File: src/rtl/core/owgd_pkg.sv
// shared types, codes and constants of the occupancy weighted grid distance block
`default_nettype none

package owgd_pkg;

  // fixed field widths
  localparam int COORD_W  = 4;
  localparam int CFG_W    = 10;
  localparam int DCNT_W   = 4;
  localparam int SLOT_W   = 3;
  localparam int MODE_W   = 2;
  localparam int REGIDX_W = 2;
  localparam int COST_W   = 16;

  localparam logic [COST_W-1:0] COST_MAX = '1;

  // parameter defaults
  localparam int GRID_SIZE_DEF        = 16;
  localparam int MAX_DESTINATIONS_DEF = 8;

  // register reset values
  localparam logic [CFG_W-1:0]  STEP_WEIGHT_RST      = 10'd124;
  localparam logic [CFG_W-1:0]  OCCUPIED_PENALTY_RST = 10'd64;
  localparam logic [DCNT_W-1:0] DEST_COUNT_RST       = 4'd0;

  // register indexes
  localparam logic [REGIDX_W-1:0] REG_STEP_WEIGHT      = 2'd0;
  localparam logic [REGIDX_W-1:0] REG_OCCUPIED_PENALTY = 2'd1;
  localparam logic [REGIDX_W-1:0] REG_DEST_COUNT       = 2'd2;

  // request modes
  localparam logic [MODE_W-1:0] MODE_GRID_WR = 2'd0;
  localparam logic [MODE_W-1:0] MODE_DEST_WR = 2'd1;
  localparam logic [MODE_W-1:0] MODE_QUERY   = 2'd2;

  typedef enum logic [1:0] {
    ST_IDLE,
    ST_GRID_WB,
    ST_WALK,
    ST_DONE
  } owgd_state_t;

  // grid access: read issue, write back of one cell
  typedef struct packed {
    logic               rd;
    logic               wr;
    logic [COORD_W-1:0] x;
    logic [COORD_W-1:0] y;
    logic               occ;
  } grid_req_t;

  typedef struct packed {
    logic [COORD_W-1:0] x;
    logic [COORD_W-1:0] y;
  } dest_ent_t;

endpackage

`default_nettype wire

File: src/rtl/core/owgd_grid.sv
// occupancy grid held twice: row-major and column-major memories with row and column valid bits
`default_nettype none

module owgd_grid import owgd_pkg::*; #(
  parameter int GRID_SIZE = GRID_SIZE_DEF
) (
  input  wire logic                 clk,
  input  wire logic                 rst_n,
  input  wire grid_req_t            req,
  output logic      [GRID_SIZE-1:0] row_word,
  output logic      [GRID_SIZE-1:0] col_word
);

  localparam int GW = (GRID_SIZE > 1) ? $clog2(GRID_SIZE) : 1;

  logic [GRID_SIZE-1:0] row_mem [GRID_SIZE];
  logic [GRID_SIZE-1:0] col_mem [GRID_SIZE];

  logic [GRID_SIZE-1:0] row_vld_r;
  logic [GRID_SIZE-1:0] col_vld_r;
  logic [GRID_SIZE-1:0] row_q_r;
  logic [GRID_SIZE-1:0] col_q_r;
  logic                 row_ok_r;
  logic                 col_ok_r;

  logic [GW-1:0]        xa;
  logic [GW-1:0]        ya;
  logic                 x_in;
  logic                 y_in;
  logic                 wr_ok;
  logic [GRID_SIZE-1:0] row_mod;
  logic [GRID_SIZE-1:0] col_mod;

  assign xa    = GW'(req.x);
  assign ya    = GW'(req.y);
  assign x_in  = 32'(req.x) < 32'(GRID_SIZE);
  assign y_in  = 32'(req.y) < 32'(GRID_SIZE);
  assign wr_ok = req.wr && x_in && y_in;

  // rows and columns never written read as free
  assign row_word = row_ok_r ? row_q_r : '0;
  assign col_word = col_ok_r ? col_q_r : '0;

  // modify step of the cell write
  always_comb begin
    row_mod     = row_word;
    col_mod     = col_word;
    row_mod[xa] = req.occ;
    col_mod[ya] = req.occ;
  end

  always_ff @(posedge clk) begin
    if (req.rd) begin
      row_q_r <= row_mem[ya];
      col_q_r <= col_mem[xa];
    end
    if (wr_ok) begin
      row_mem[ya] <= row_mod;
      col_mem[xa] <= col_mod;
    end
  end

  always_ff @(posedge clk) begin
    if (!rst_n) begin
      row_vld_r <= '0;
      col_vld_r <= '0;
      row_ok_r  <= 1'b0;
      col_ok_r  <= 1'b0;
    end else begin
      if (req.rd) begin
        row_ok_r <= y_in && row_vld_r[ya];
        col_ok_r <= x_in && col_vld_r[xa];
      end
      if (wr_ok) begin
        row_vld_r[ya] <= 1'b1;
        col_vld_r[xa] <= 1'b1;
      end
    end
  end

endmodule

`default_nettype wire

File: src/rtl/core/owgd_dest.sv
// destination table memory, one write and one registered read per cycle
`default_nettype none

module owgd_dest import owgd_pkg::*; #(
  parameter int MAX_DESTINATIONS = MAX_DESTINATIONS_DEF,
  localparam int DAW = (MAX_DESTINATIONS > 1) ? $clog2(MAX_DESTINATIONS) : 1
) (
  input  wire logic               clk,
  input  wire logic               wr_en,
  input  wire logic  [SLOT_W-1:0] wr_slot,
  input  wire dest_ent_t          wr_ent,
  input  wire logic               rd_en,
  input  wire logic     [DAW-1:0] rd_addr,
  output dest_ent_t               rd_ent
);

  dest_ent_t mem [MAX_DESTINATIONS];
  dest_ent_t q_r;
  logic      wr_ok;

  assign wr_ok  = wr_en && (32'(wr_slot) < 32'(MAX_DESTINATIONS));
  assign rd_ent = q_r;

  always_ff @(posedge clk) begin
    if (wr_ok) begin
      mem[DAW'(wr_slot)] <= wr_ent;
    end
    if (rd_en) begin
      q_r <= mem[rd_addr];
    end
  end

endmodule

`default_nettype wire

File: src/rtl/core/owgd_cost.sv
// per-destination cost pipeline: segment masks, hit count, products, saturate and minimum
`default_nettype none

module owgd_cost import owgd_pkg::*; #(
  parameter int GRID_SIZE = GRID_SIZE_DEF
) (
  input  wire logic                 clk,
  input  wire logic                 rst_n,
  input  wire logic                 start,
  input  wire logic                 vld,
  input  wire dest_ent_t            dest,
  input  wire logic   [COORD_W-1:0] tgt_x,
  input  wire logic   [COORD_W-1:0] tgt_y,
  input  wire logic [GRID_SIZE-1:0] row_word,
  input  wire logic [GRID_SIZE-1:0] col_word,
  input  wire logic     [CFG_W-1:0] step_weight,
  input  wire logic     [CFG_W-1:0] occupied_penalty,
  output logic                      busy,
  output logic       [COST_W-1:0]   best
);

  localparam int DSTW = COORD_W + 1;
  localparam int HW   = $clog2(2 * GRID_SIZE + 1);
  localparam int PAW  = DSTW + CFG_W;
  localparam int PBW  = HW + CFG_W;
  localparam int SW   = ((PAW > PBW) ? PAW : PBW) + 1;

  logic [GRID_SIZE-1:0] rmask;
  logic [GRID_SIZE-1:0] cmask;
  logic [COORD_W-1:0]   dx;
  logic [COORD_W-1:0]   dy;

  logic                 v1_r, v2_r, v3_r;
  logic [GRID_SIZE-1:0] seg_row_r;
  logic [GRID_SIZE-1:0] seg_col_r;
  logic [DSTW-1:0]      dist1_r;
  logic [DSTW-1:0]      dist2_r;
  logic [HW-1:0]        hits_r;
  logic [PAW-1:0]       pa_r;
  logic [PBW-1:0]       pb_r;
  logic [SW-1:0]        sum;
  logic [COST_W-1:0]    cost;
  logic [COST_W-1:0]    best_r;

  // cells on the target row and column between target and destination
  always_comb begin
    for (int k = 0; k < GRID_SIZE; k++) begin
      if (tgt_x < dest.x) begin
        rmask[k] = (k >= int'(tgt_x)) && (k < int'(dest.x));
      end else begin
        rmask[k] = (k > int'(dest.x)) && (k <= int'(tgt_x));
      end
      if (tgt_y < dest.y) begin
        cmask[k] = (k >= int'(tgt_y)) && (k < int'(dest.y));
      end else begin
        cmask[k] = (k > int'(dest.y)) && (k <= int'(tgt_y));
      end
    end
  end

  assign dx = (tgt_x > dest.x) ? (tgt_x - dest.x) : (dest.x - tgt_x);
  assign dy = (tgt_y > dest.y) ? (tgt_y - dest.y) : (dest.y - tgt_y);

  assign sum  = SW'(pa_r) + SW'(pb_r);
  assign cost = (32'(sum) > 32'(COST_MAX)) ? COST_MAX : COST_W'(sum);
  assign busy = v1_r || v2_r || v3_r;
  assign best = best_r;

  always_ff @(posedge clk) begin
    seg_row_r <= rmask & row_word;
    seg_col_r <= cmask & col_word;
    dist1_r   <= DSTW'(dx) + DSTW'(dy);
    hits_r    <= HW'($countones(seg_row_r)) + HW'($countones(seg_col_r));
    dist2_r   <= dist1_r;
    pa_r      <= PAW'(dist2_r) * PAW'(step_weight);
    pb_r      <= PBW'(hits_r) * PBW'(occupied_penalty);
  end

  always_ff @(posedge clk) begin
    if (!rst_n) begin
      v1_r   <= 1'b0;
      v2_r   <= 1'b0;
      v3_r   <= 1'b0;
      best_r <= COST_MAX;
    end else begin
      v1_r <= vld;
      v2_r <= v1_r;
      v3_r <= v2_r;
      if (start) begin
        best_r <= COST_MAX;
      end else if (v3_r && (cost < best_r)) begin
        best_r <= cost;
      end
    end
  end

endmodule

`default_nettype wire

File: src/rtl/core/occupancy_weighted_grid_distance.sv
// top level of the occupancy weighted grid distance block: registers, sequencer, result register
//
//  channel  signals                                      direction  role
//  in       in_valid/in_ready, in_mode, in_cell_x,
//           in_cell_y, in_occupied, in_dest_index        input      request stream
//  out      out_valid/out_ready, out_heuristic_value,
//           out_no_destination                           output     one result per query
//  cfg      cfg_we, cfg_index, cfg_wdata                 input      register writes
//
// a destination write is done on acceptance; a grid cell write reads row and column, then writes back
// a query for n destinations reads the destination memory once per cycle, feeding a four-stage
// cost pipeline, then the result is loaded into the out register
// synchronous active-low reset clears the grid valid bits and registers; no clearing pass
// in_ready is low while a request is being worked; a finished query waits in ST_DONE
// only while the previous result is still held in the out register
`default_nettype none

module occupancy_weighted_grid_distance import owgd_pkg::*; #(
  parameter int GRID_SIZE        = GRID_SIZE_DEF,
  parameter int MAX_DESTINATIONS = MAX_DESTINATIONS_DEF
) (
  input  wire logic                clk,
  input  wire logic                rst_n,
  // request channel
  input  wire logic                in_valid,
  output logic                     in_ready,
  input  wire logic   [MODE_W-1:0] in_mode,
  input  wire logic  [COORD_W-1:0] in_cell_x,
  input  wire logic  [COORD_W-1:0] in_cell_y,
  input  wire logic                in_occupied,
  input  wire logic   [SLOT_W-1:0] in_dest_index,
  // result channel
  output logic                     out_valid,
  input  wire logic                out_ready,
  output logic      [COST_W-1:0]   out_heuristic_value,
  output logic                     out_no_destination,
  // register writes
  input  wire logic                cfg_we,
  input  wire logic [REGIDX_W-1:0] cfg_index,
  input  wire logic    [CFG_W-1:0] cfg_wdata
);

  localparam int DAW  = (MAX_DESTINATIONS > 1) ? $clog2(MAX_DESTINATIONS) : 1;
  localparam int CNTW = $clog2(MAX_DESTINATIONS + 1);

  // configuration registers
  logic [CFG_W-1:0]  step_weight_r;
  logic [CFG_W-1:0]  occupied_penalty_r;
  logic [DCNT_W-1:0] dest_count_r;

  // sequencer
  owgd_state_t       state_r, state_nxt;
  logic [CNTW-1:0]   issue_idx_r, issue_idx_nxt;
  logic              rd_vld_r;
  logic [COORD_W-1:0] tgt_x_r, tgt_y_r;
  logic              occ_r;

  // result register
  logic              out_valid_r, out_valid_nxt;
  logic [COST_W-1:0] out_value_r;
  logic              out_nodest_r;

  logic              in_acc;
  logic              issue;
  logic              load_out;
  logic [CNTW-1:0]   eff_cnt;

  grid_req_t         greq;
  logic [GRID_SIZE-1:0] row_word, col_word;
  dest_ent_t         wr_ent, rd_ent;
  logic              cost_busy;
  logic [COST_W-1:0] best;

  assign in_ready = (state_r == ST_IDLE);
  assign in_acc   = in_valid && in_ready;

  // counts above the table depth walk the whole table
  assign eff_cnt = (32'(dest_count_r) > 32'(MAX_DESTINATIONS)) ?
                   CNTW'(MAX_DESTINATIONS) : CNTW'(dest_count_r);

  assign issue = (state_r == ST_WALK) && (issue_idx_r != eff_cnt);

  // grid read on accepting a cell write or a query, write back in the following cycle
  always_comb begin
    greq.rd  = in_acc && ((in_mode == MODE_GRID_WR) || (in_mode == MODE_QUERY));
    greq.wr  = (state_r == ST_GRID_WB);
    greq.x   = in_ready ? in_cell_x : tgt_x_r;
    greq.y   = in_ready ? in_cell_y : tgt_y_r;
    greq.occ = occ_r;
  end

  assign wr_ent.x = in_cell_x;
  assign wr_ent.y = in_cell_y;

  owgd_grid #(
    .GRID_SIZE(GRID_SIZE)
  ) u_grid (
    .clk     (clk),
    .rst_n   (rst_n),
    .req     (greq),
    .row_word(row_word),
    .col_word(col_word)
  );

  owgd_dest #(
    .MAX_DESTINATIONS(MAX_DESTINATIONS)
  ) u_dest (
    .clk    (clk),
    .wr_en  (in_acc && (in_mode == MODE_DEST_WR)),
    .wr_slot(in_dest_index),
    .wr_ent (wr_ent),
    .rd_en  (issue),
    .rd_addr(issue_idx_r[DAW-1:0]),
    .rd_ent (rd_ent)
  );

  owgd_cost #(
    .GRID_SIZE(GRID_SIZE)
  ) u_cost (
    .clk             (clk),
    .rst_n           (rst_n),
    .start           (in_acc && (in_mode == MODE_QUERY)),
    .vld             (rd_vld_r),
    .dest            (rd_ent),
    .tgt_x           (tgt_x_r),
    .tgt_y           (tgt_y_r),
    .row_word        (row_word),
    .col_word        (col_word),
    .step_weight     (step_weight_r),
    .occupied_penalty(occupied_penalty_r),
    .busy            (cost_busy),
    .best            (best)
  );

  // next state, walk counter and result handshake
  always_comb begin
    state_nxt     = state_r;
    issue_idx_nxt = issue_idx_r;
    out_valid_nxt = out_valid_r && !out_ready;
    load_out      = 1'b0;
    case (state_r)
      ST_IDLE: begin
        if (in_acc) begin
          if (in_mode == MODE_GRID_WR) begin
            state_nxt = ST_GRID_WB;
          end else if (in_mode == MODE_QUERY) begin
            state_nxt     = ST_WALK;
            issue_idx_nxt = '0;
          end
        end
      end
      ST_GRID_WB: begin
        state_nxt = ST_IDLE;
      end
      ST_WALK: begin
        if (issue) begin
          issue_idx_nxt = issue_idx_r + 1'b1;
        end else if (!rd_vld_r && !cost_busy) begin
          state_nxt = ST_DONE;
        end
      end
      ST_DONE: begin
        // out register free or being emptied this cycle
        if (!out_valid_r || out_ready) begin
          load_out      = 1'b1;
          out_valid_nxt = 1'b1;
          state_nxt     = ST_IDLE;
        end
      end
      default: begin
        state_nxt = ST_IDLE;
      end
    endcase
  end

  always_ff @(posedge clk) begin
    if (!rst_n) begin
      state_r            <= ST_IDLE;
      issue_idx_r        <= '0;
      rd_vld_r           <= 1'b0;
      out_valid_r        <= 1'b0;
      step_weight_r      <= STEP_WEIGHT_RST;
      occupied_penalty_r <= OCCUPIED_PENALTY_RST;
      dest_count_r       <= DEST_COUNT_RST;
    end else begin
      state_r     <= state_nxt;
      issue_idx_r <= issue_idx_nxt;
      rd_vld_r    <= issue;
      out_valid_r <= out_valid_nxt;
      if (cfg_we) begin
        case (cfg_index)
          REG_STEP_WEIGHT:      step_weight_r      <= cfg_wdata;
          REG_OCCUPIED_PENALTY: occupied_penalty_r <= cfg_wdata;
          REG_DEST_COUNT:       dest_count_r       <= cfg_wdata[DCNT_W-1:0];
          default: begin
          end
        endcase
      end
    end
  end

  // request payload and result payload
  always_ff @(posedge clk) begin
    if (in_acc) begin
      tgt_x_r <= in_cell_x;
      tgt_y_r <= in_cell_y;
      occ_r   <= in_occupied;
    end
    if (load_out) begin
      out_value_r  <= best;
      out_nodest_r <= (eff_cnt == '0);
    end
  end

  assign out_valid           = out_valid_r;
  assign out_heuristic_value = out_value_r;
  assign out_no_destination  = out_nodest_r;

endmodule

`default_nettype wire
File: config.mk
export PLATFORM = sky130hd
export DESIGN_NAME = occupancy_weighted_grid_distance
export DESIGN_NICKNAME = d
export VERILOG_FILES = /design/src/rtl/core/owgd_pkg.sv /design/src/rtl/core/owgd_grid.sv /design/src/rtl/core/owgd_dest.sv /design/src/rtl/core/owgd_cost.sv /design/src/rtl/core/occupancy_weighted_grid_distance.sv
export SDC_FILE = /design/constraint.sdc
export NUM_CORES = 1
export LEC_CHECK = 0
export ABC_CLOCK_PERIOD_IN_PS = 4700
export BUFFER_PORTS_ARGS = -buffer_cell sky130_fd_sc_hd__buf_2
export CAP_MARGIN = 20
export CELL_PAD_IN_SITES_DETAIL_PLACEMENT = 2
export CELL_PAD_IN_SITES_GLOBAL_PLACEMENT = 2
export CORE_UTILIZATION = 47
export DETAILED_ROUTE_END_ITERATION = 8
export PLACE_DENSITY = 0.86
export SLEW_MARGIN = 10
export SYNTH_ARGS = -nofsm -noshare
export SYNTH_HDL_FRONTEND = slang
export SYNTH_SLANG_ARGS = --single-unit
File: constraint.sdc
create_clock -name clk -period 4.7 [get_ports clk]
set_clock_uncertainty 0.1 [all_clocks]
set_input_delay 0 -clock clk [delete_from_list [all_inputs] [get_ports clk]]
set_output_delay 0 -clock clk [all_outputs]
set_load 0.05 [all_outputs]
Yosys cells after proc, flatten, opt, wreduce, memory -nomap -nowiden
Memories as Yosys holds them, arrays and structs flattened. A register that Yosys moved wholly into a read port is not among the register bits.
Cells that the tools add are included.
Word-level totals
  register bits after elaboration: 190
  bits in writable memories: 576
  input port bits: 31
  output and inout bits: 19
  word-level logic and storage cells: 381
  memories: 3
Memories
  u_grid.col_mem: words 16, bits a word 16, rd ports 1, clocked after memory_dff 1, write ports 1, line owgd_grid.sv:17  | logic [GRID_SIZE-1:0] col_mem [GRID_SIZE];
  u_grid.row_mem: words 16, bits a word 16, rd ports 1, clocked after memory_dff 1, write ports 1, line owgd_grid.sv:16  | logic [GRID_SIZE-1:0] row_mem [GRID_SIZE];
  u_dest.mem: words 8, bits a word 8, rd ports 1, clocked after memory_dff 1, write ports 1, line owgd_dest.sv:17  | dest_ent_t mem [MAX_DESTINATIONS];
Cells by class
  $add $sub $neg: 38
  $mul: 2
  magnitude comparators: 131
  equality and inequality tests: 16
  muxes and demuxes: 70
  bitwise gates (word level): 5
  reductions and logical operators: 89
Operator list (count)
  adder 6 bit: 15
  logical AND 1 bit: 70
  > comparator 4 bit (first input constant): 16
  <= comparator 4 bit (first input constant): 16
  greater-or-equal comparator 4 bit (first input constant): 14
  < comparator 4 bit (first input constant): 14
  two-way mux 16 bit: 3
  two-way mux 1 bit: 44
  two-way mux 4 bit: 9
  adder 1 x 1 -> 2 bit: 16
  bitwise AND 16 bit: 2
  bitwise mux 16 bit: 2
  greater-or-equal comparator 3 x 4 -> 1 bit (first input constant): 8
  > comparator 3 x 4 -> 1 bit (first input constant): 8
  <= comparator 3 x 4 -> 1 bit (first input constant): 8
  < comparator 3 x 4 -> 1 bit (first input constant): 8
  bitwise OR 16 bit: 2
  adder 15 x 16 -> 17 bit: 1
  > comparator 17 x 16 -> 1 bit (second input constant): 1
  greater-or-equal comparator 1 x 4 -> 1 bit (first input constant): 4
  greater-or-equal comparator 2 x 4 -> 1 bit (first input constant): 4
  > comparator 2 x 4 -> 1 bit (first input constant): 4
  <= comparator 2 x 4 -> 1 bit (first input constant): 4
  < comparator 1 x 4 -> 1 bit (first input constant): 4
  34 further kinds: 74

Depth between registers and ports, before layout
  depth in word-level cells: 7
  gate-level depth with buffers: 19
  depth with buffers taken out: 17

By module
Synthesis repeated with hierarchy kept, for this count alone.
Second synthesis, totals
  cells, all modules: 2342
  area, all modules: 36646.4 sq um
Modules (own cells, without submodules)
  owgd_grid: instances 1, cells an instance 1018, area an instance 22476.6 sq um, seq. area each 17016.3 sq um
  owgd_cost: instances 1, cells an instance 1018, area an instance 9085.0 sq um, seq. area each 1961.9 sq um
  owgd_dest: instances 1, cells an instance 114, area an instance 2771.4 sq um, seq. area each 2162.1 sq um
  occupancy_weighted_grid_distance: instances 1, cells an instance 192, area an instance 2313.5 sq um, seq. area each 1421.4 sq um

Least setup slack after synthesis
OpenSTA, ideal clock, no wires.
  kind: reg2reg
  start point: reg u_cost.pb_r[0]
  end point: reg u_cost.best_r[13] (netlist: u_cost.best[13])
  library setup time: 131 ps
  arrival time: 3903 ps
  required time: 4469 ps
  path slack: 565 ps
  cell stages (with the launch flop): 20
  buffers on the path: 3
  clock period less this slack: 4135 ps
  path through: dfxtp_1 ha_1 inv_1 fa_1 nor2b_4 o31a_4 a2111oi_4 o31a_1 clkbuf_1 nand2_1 ha_1 a21o_1 a21o_1 a21oi_1 o2111ai_1 or4_1 buf_2 buf_6 a211oi_2 a31oi_1
Between the ends
  cells in the longest elaborated chain, start to end: 5
RTL lines
  start: declaration: line owgd_cost.sv:40  | logic [PBW-1:0] pb_r;
  start signal: assignment: line owgd_cost.sv:76  | pb_r <= PBW'(hits_r) * PBW'(occupied_penalty);
  adder 15 x 16 -> 17 bit (*): line owgd_cost.sv:64  | assign sum = SW'(pa_r) + SW'(pb_r);
  > comparator 17 x 16 -> 1 bit: line owgd_cost.sv:65  | assign cost = (32'(sum) > 32'(COST_MAX)) ? COST_MAX : COST_W'(sum);
  two-way mux 16 bit (*): line owgd_cost.sv:65
  via u_cost.cost[5]: line owgd_cost.sv:42  | logic [COST_W-1:0] cost;
  < comparator 16 bit (*): line owgd_cost.sv:91  | end else if (v3_r && (cost < best_r)) begin
  logical AND 1 bit (*): line owgd_cost.sv:91
  end signal: assignment: line owgd_cost.sv:92  | best_r <= cost;
  end: declaration: line owgd_cost.sv:43  | logic [COST_W-1:0] best_r;
The timed path passes the listed nets; every way through them passes the cells marked *.
A chain may end at the register's enable or synchronous reset.

Final worst setup path
  start point: reg u_cost.pb_r[13]
  end point: reg u_cost.best_r[8] (netlist: u_cost.best[8])
Same word-level chain as after synthesis.

==> flow_summary_export.csv <==
group,metric,value,unit
routing,post-route-drc-count,0,
placed_design,hpwl,80900,um
sta,hold_viol_final,0,
synthesis,synth.top_cell.area_share,52.6,%
layout,layout_common_cells,"642 x edfxtp_1, 306 x nand2_1, 162 x dfxtp_1",
synthesis,synth_warnings,0,
synthesis,syn_area_per_cell,14.5,um2
clock_network,cts_buffer_depth,3,
routing,vias_per_cell,6.79,
critical_path,crit_chain,"ha_1, a21oi_1, nand2b_1, a2111oi_4, buf_4, nor2_1, or4_1, and3_1, ha_1, nand4_1, o2111ai_1, o22ai_1, buf_4, nor3_1, o21ai_0",
critical_path,crit_path_max_incr_delay,540,ps
placed_design,io_buffer_count,49,
synthesis,syn_area,0.0367,mm2
critical_path,reg2reg_from,"u_cost.pb_r[13]$_DFF_P_",
synthesis,synth_nets,2768,
floorplan,dieWidth,281,um
grt,grt_pass1_vias,28288,
routing,ant_nets,0,
synthesis,yosys.cell_types.count,67,
critical_path,crit_end,"u_cost.best[8]$_SDFFE_PP1P_",
pwr,leakagePower,15.8,nW
synthesis,yosysSeqAreaShare,61.6,%
critical_path,r2r-end,"u_cost.best[8]$_SDFFE_PP1P_",
synthesis,ys.flop_type,"edfxtp_1",
grt,grt_use_total,37.8,%
sta,fin_crit_sh,107,%
grt,grt_first_pass_wirelength,211000,um
critical_path,rr_worst_depth,15,
layout,final_common_cell,"edfxtp_1",
critical_path,slowest_stage,"or4_1",
clock_network,cts.sinks,806,
sta,fin_ws,-333,ps
sta,setup_viol,21,
synthesis,synthArstFlopShare,0,%
placed_design,dpl-instance-area,0.0386,mm2
synthesis,synthTopCellsByArea,"edfxtp_1 53%, mux4_2 9.3%, dfxtp_1 9.0%",
pwr,p_per_area,565,mW/mm2
routing,route.detailed.wl_per_inst,40.1,um
sta,max_freq,199,MHz
floorplan,fp.dieH,281,um
outcome,violations,"setup timing",
critical_path,worstPathRequired,5070,ps
synthesis,synth_cells,2526,
grt,antenna_found_initial,12,
synthesis,synth-edff-count,642,
layout,area_delta_synth_final,15.5,%
clock_network,h-tree-depth,3,
floorplan,start_util,47.4,%
outcome,status,"finished with violations",
routing,drtIter0Drc,3411,
sta,period_minus_slack,5030,ps
layout,num-nets-final,2945,
clock_network,cts_tree,"done",
clock_network,cts-buffers-inserted,86,
clock_network,path_clk_slew,70,ps
run,drv_cap,0,
routing,vias,25945,
floorplan,num_rows,102,
sta,worstMarginPinSlew,1180,ps
critical_path,critPathCaptureType,"register",
routing,dr.pass1.iters,8,
critical_path,critPathKind,"reg2reg",
layout,finalCoreUtilization,54.8,%
sta,drv_slew,0,
synthesis,ys_ff_latch,806,
pwr,irDropWorstVdd,0.404,mV
placed_design,preCtsSetupSlack,111,ps
clock_network,cts_root_buffer,"clkbuf_16",
placed_design,place_congestion,0.846,
grt,grt_overflow,0,
critical_path,critPathMaxFanout,10,
layout,fin_area,0.0423,mm2
critical_path,crit_path_start_kind,"register",
floorplan,io_pins,50,
sta,slew_headroom,21.1,%
sta,holdWs,74.5,ps
critical_path,ff2ff_setup_slack,-330,ps
layout,drive_gt1_share,19.5,%
clock_network,insertion_delay,700,ps
critical_path,crit_start,"u_cost.pb_r[13]$_DFF_P_",
synthesis,yosys.area.top_type,"edfxtp_1",
routing,finalWirelength,153000,um
grt,grt_max_degree,52,
critical_path,arrival,5400,ps
floorplan,dieArea,0.0791,mm2
worst_hold_path,hp-class,"in2reg",
floorplan,core,0.0773,mm2
[worst max-delay path: cells and delay by family (launching register included)]
| family | cells | cell delay (ps) |
|---|---|---|
| and+or+nand+nor | 6 | 1680 |
| adders and majority gates | 2 | 740 |
| DFF | 1 | 350 |
| AOI/OAI and AO/OA | 5 | 1530 |
| buffers and inverters | 2 | 450 |
[area by class of cell]
type                    instances  area, um2
fillers                      6826      35000
flip-flops and latches        806      22600
multi-input cells            1469      13400
clock buffers                 104       2250
repair buffers                199       1560
well taps                    1040       1300
clock inverters                55        701
inverters                     141        529
diodes                          8       20.0
[worst min-delay path by stage]
| stage | to | depth (start not counted) | from |
|---|---|---|---|
| after floorplan | occ_r$_DFFE_PP_ | 0 | in_occupied |
| after global placement | occ_r$_DFFE_PP_ | 1 | in_occupied |
| after detailed placement | occ_r$_DFFE_PP_ | 1 | in_occupied |
| after CTS | occupied_penalty_r[7]$_SDFFE_PN0P_ | 4 | cfg_wdata[7] |
| after global routing | occupied_penalty_r[9]$_SDFFE_PN0P_ | 4 | cfg_wdata[9] |
| final | occupied_penalty_r[7]$_SDFFE_PN0P_ | 4 | cfg_wdata[7] |
[sequential cells by signal, summed over array words and instances, names as in the netlist, 6 cells and up]
name	count
u_grid.col_q_r	16
u_cost.hits_r	6
u_cost.seg_row_r	16
u_cost.pa_r	15
u_grid.row_q_r	16
u_dest.rd_ent	8
u_dest.mem	64
step_weight_r	10
u_grid.row_mem	256
u_grid.row_vld_r	16
u_cost.pb_r	16
u_grid.col_mem	256
occupied_penalty_r	10
u_grid.col_vld_r	16
u_cost.best	16
out_heuristic_value	16
u_cost.seg_col_r	16
[logic make-up after synthesis]
| logic type | share of synthesized area (%) |
|---|---|
| AND/OR/NAND/NOR | 8.79 |
| adder cells (fa/ha/maj) | 9.03 |
| buffers and inverters | 2.73 |
| flip-flops | 61.6 |
| AO/OA/AOI/OAI | 5.59 |
| XOR/XNOR | 1.05 |
| multiplexers | 11.3 |
[Yosys cell counts (all sizes together) (20+ instances only)]
library cell	count
a21o	20
a21oi	52
a31oi	55
and2	54
and3	43
buf	43
clkbuf	67
dfxtp	164
edfxtp	642
fa	89
ha	122
inv	135
mux2i	55
mux4	152
nand2	306
nand3	46
nor2	113
nor2b	31
nor3	51
o21a	42
o21ai	47
xnor2	27
[metrics by stage]
| step | power [mW] | TNS [ps] | cells |
|---|---|---|---|
| after CTS | 23.1 | 0 | 3800 |
| after floorplan | 13.0 | 0 | 2526 |
| after global placement | 14.8 | 0 | 3595 |
| after global routing | 24.4 | -4230 | 3815 |
| after detailed placement | 15.4 | 0 | 3596 |
| final | 23.9 | -2860 | 3822 |
[layer usage]
layer / part of all wire [%] / vias to the layer above / track usage, %
li1: - / 9775 / -
met1: 34 / 13395 / 43.2
met2: 49 / 1915 / 64.4
met3: 8.2 / 852 / 7.21
met4: 9.3 / 8 / 26.0
met5: 0.034 / - / 0
[timing repair]
action                                 in CTS  in global routing
setup endpoints to repair                  12                 21
hold buffers                               45                  0
pin swaps                                   0                  3
buffers inserted                            0                  5
gates cloned                                0                  0
resized for setup                           6                 25
endpoints found under the hold margin     185                  0
[where the power goes]
part	switching (mW)	internal, mW
sequential	0.348	8.30
combinational	5.01	2.72
clock	3.42	4.13
total	8.77	15.1
(Power assumes the default switching activity.)
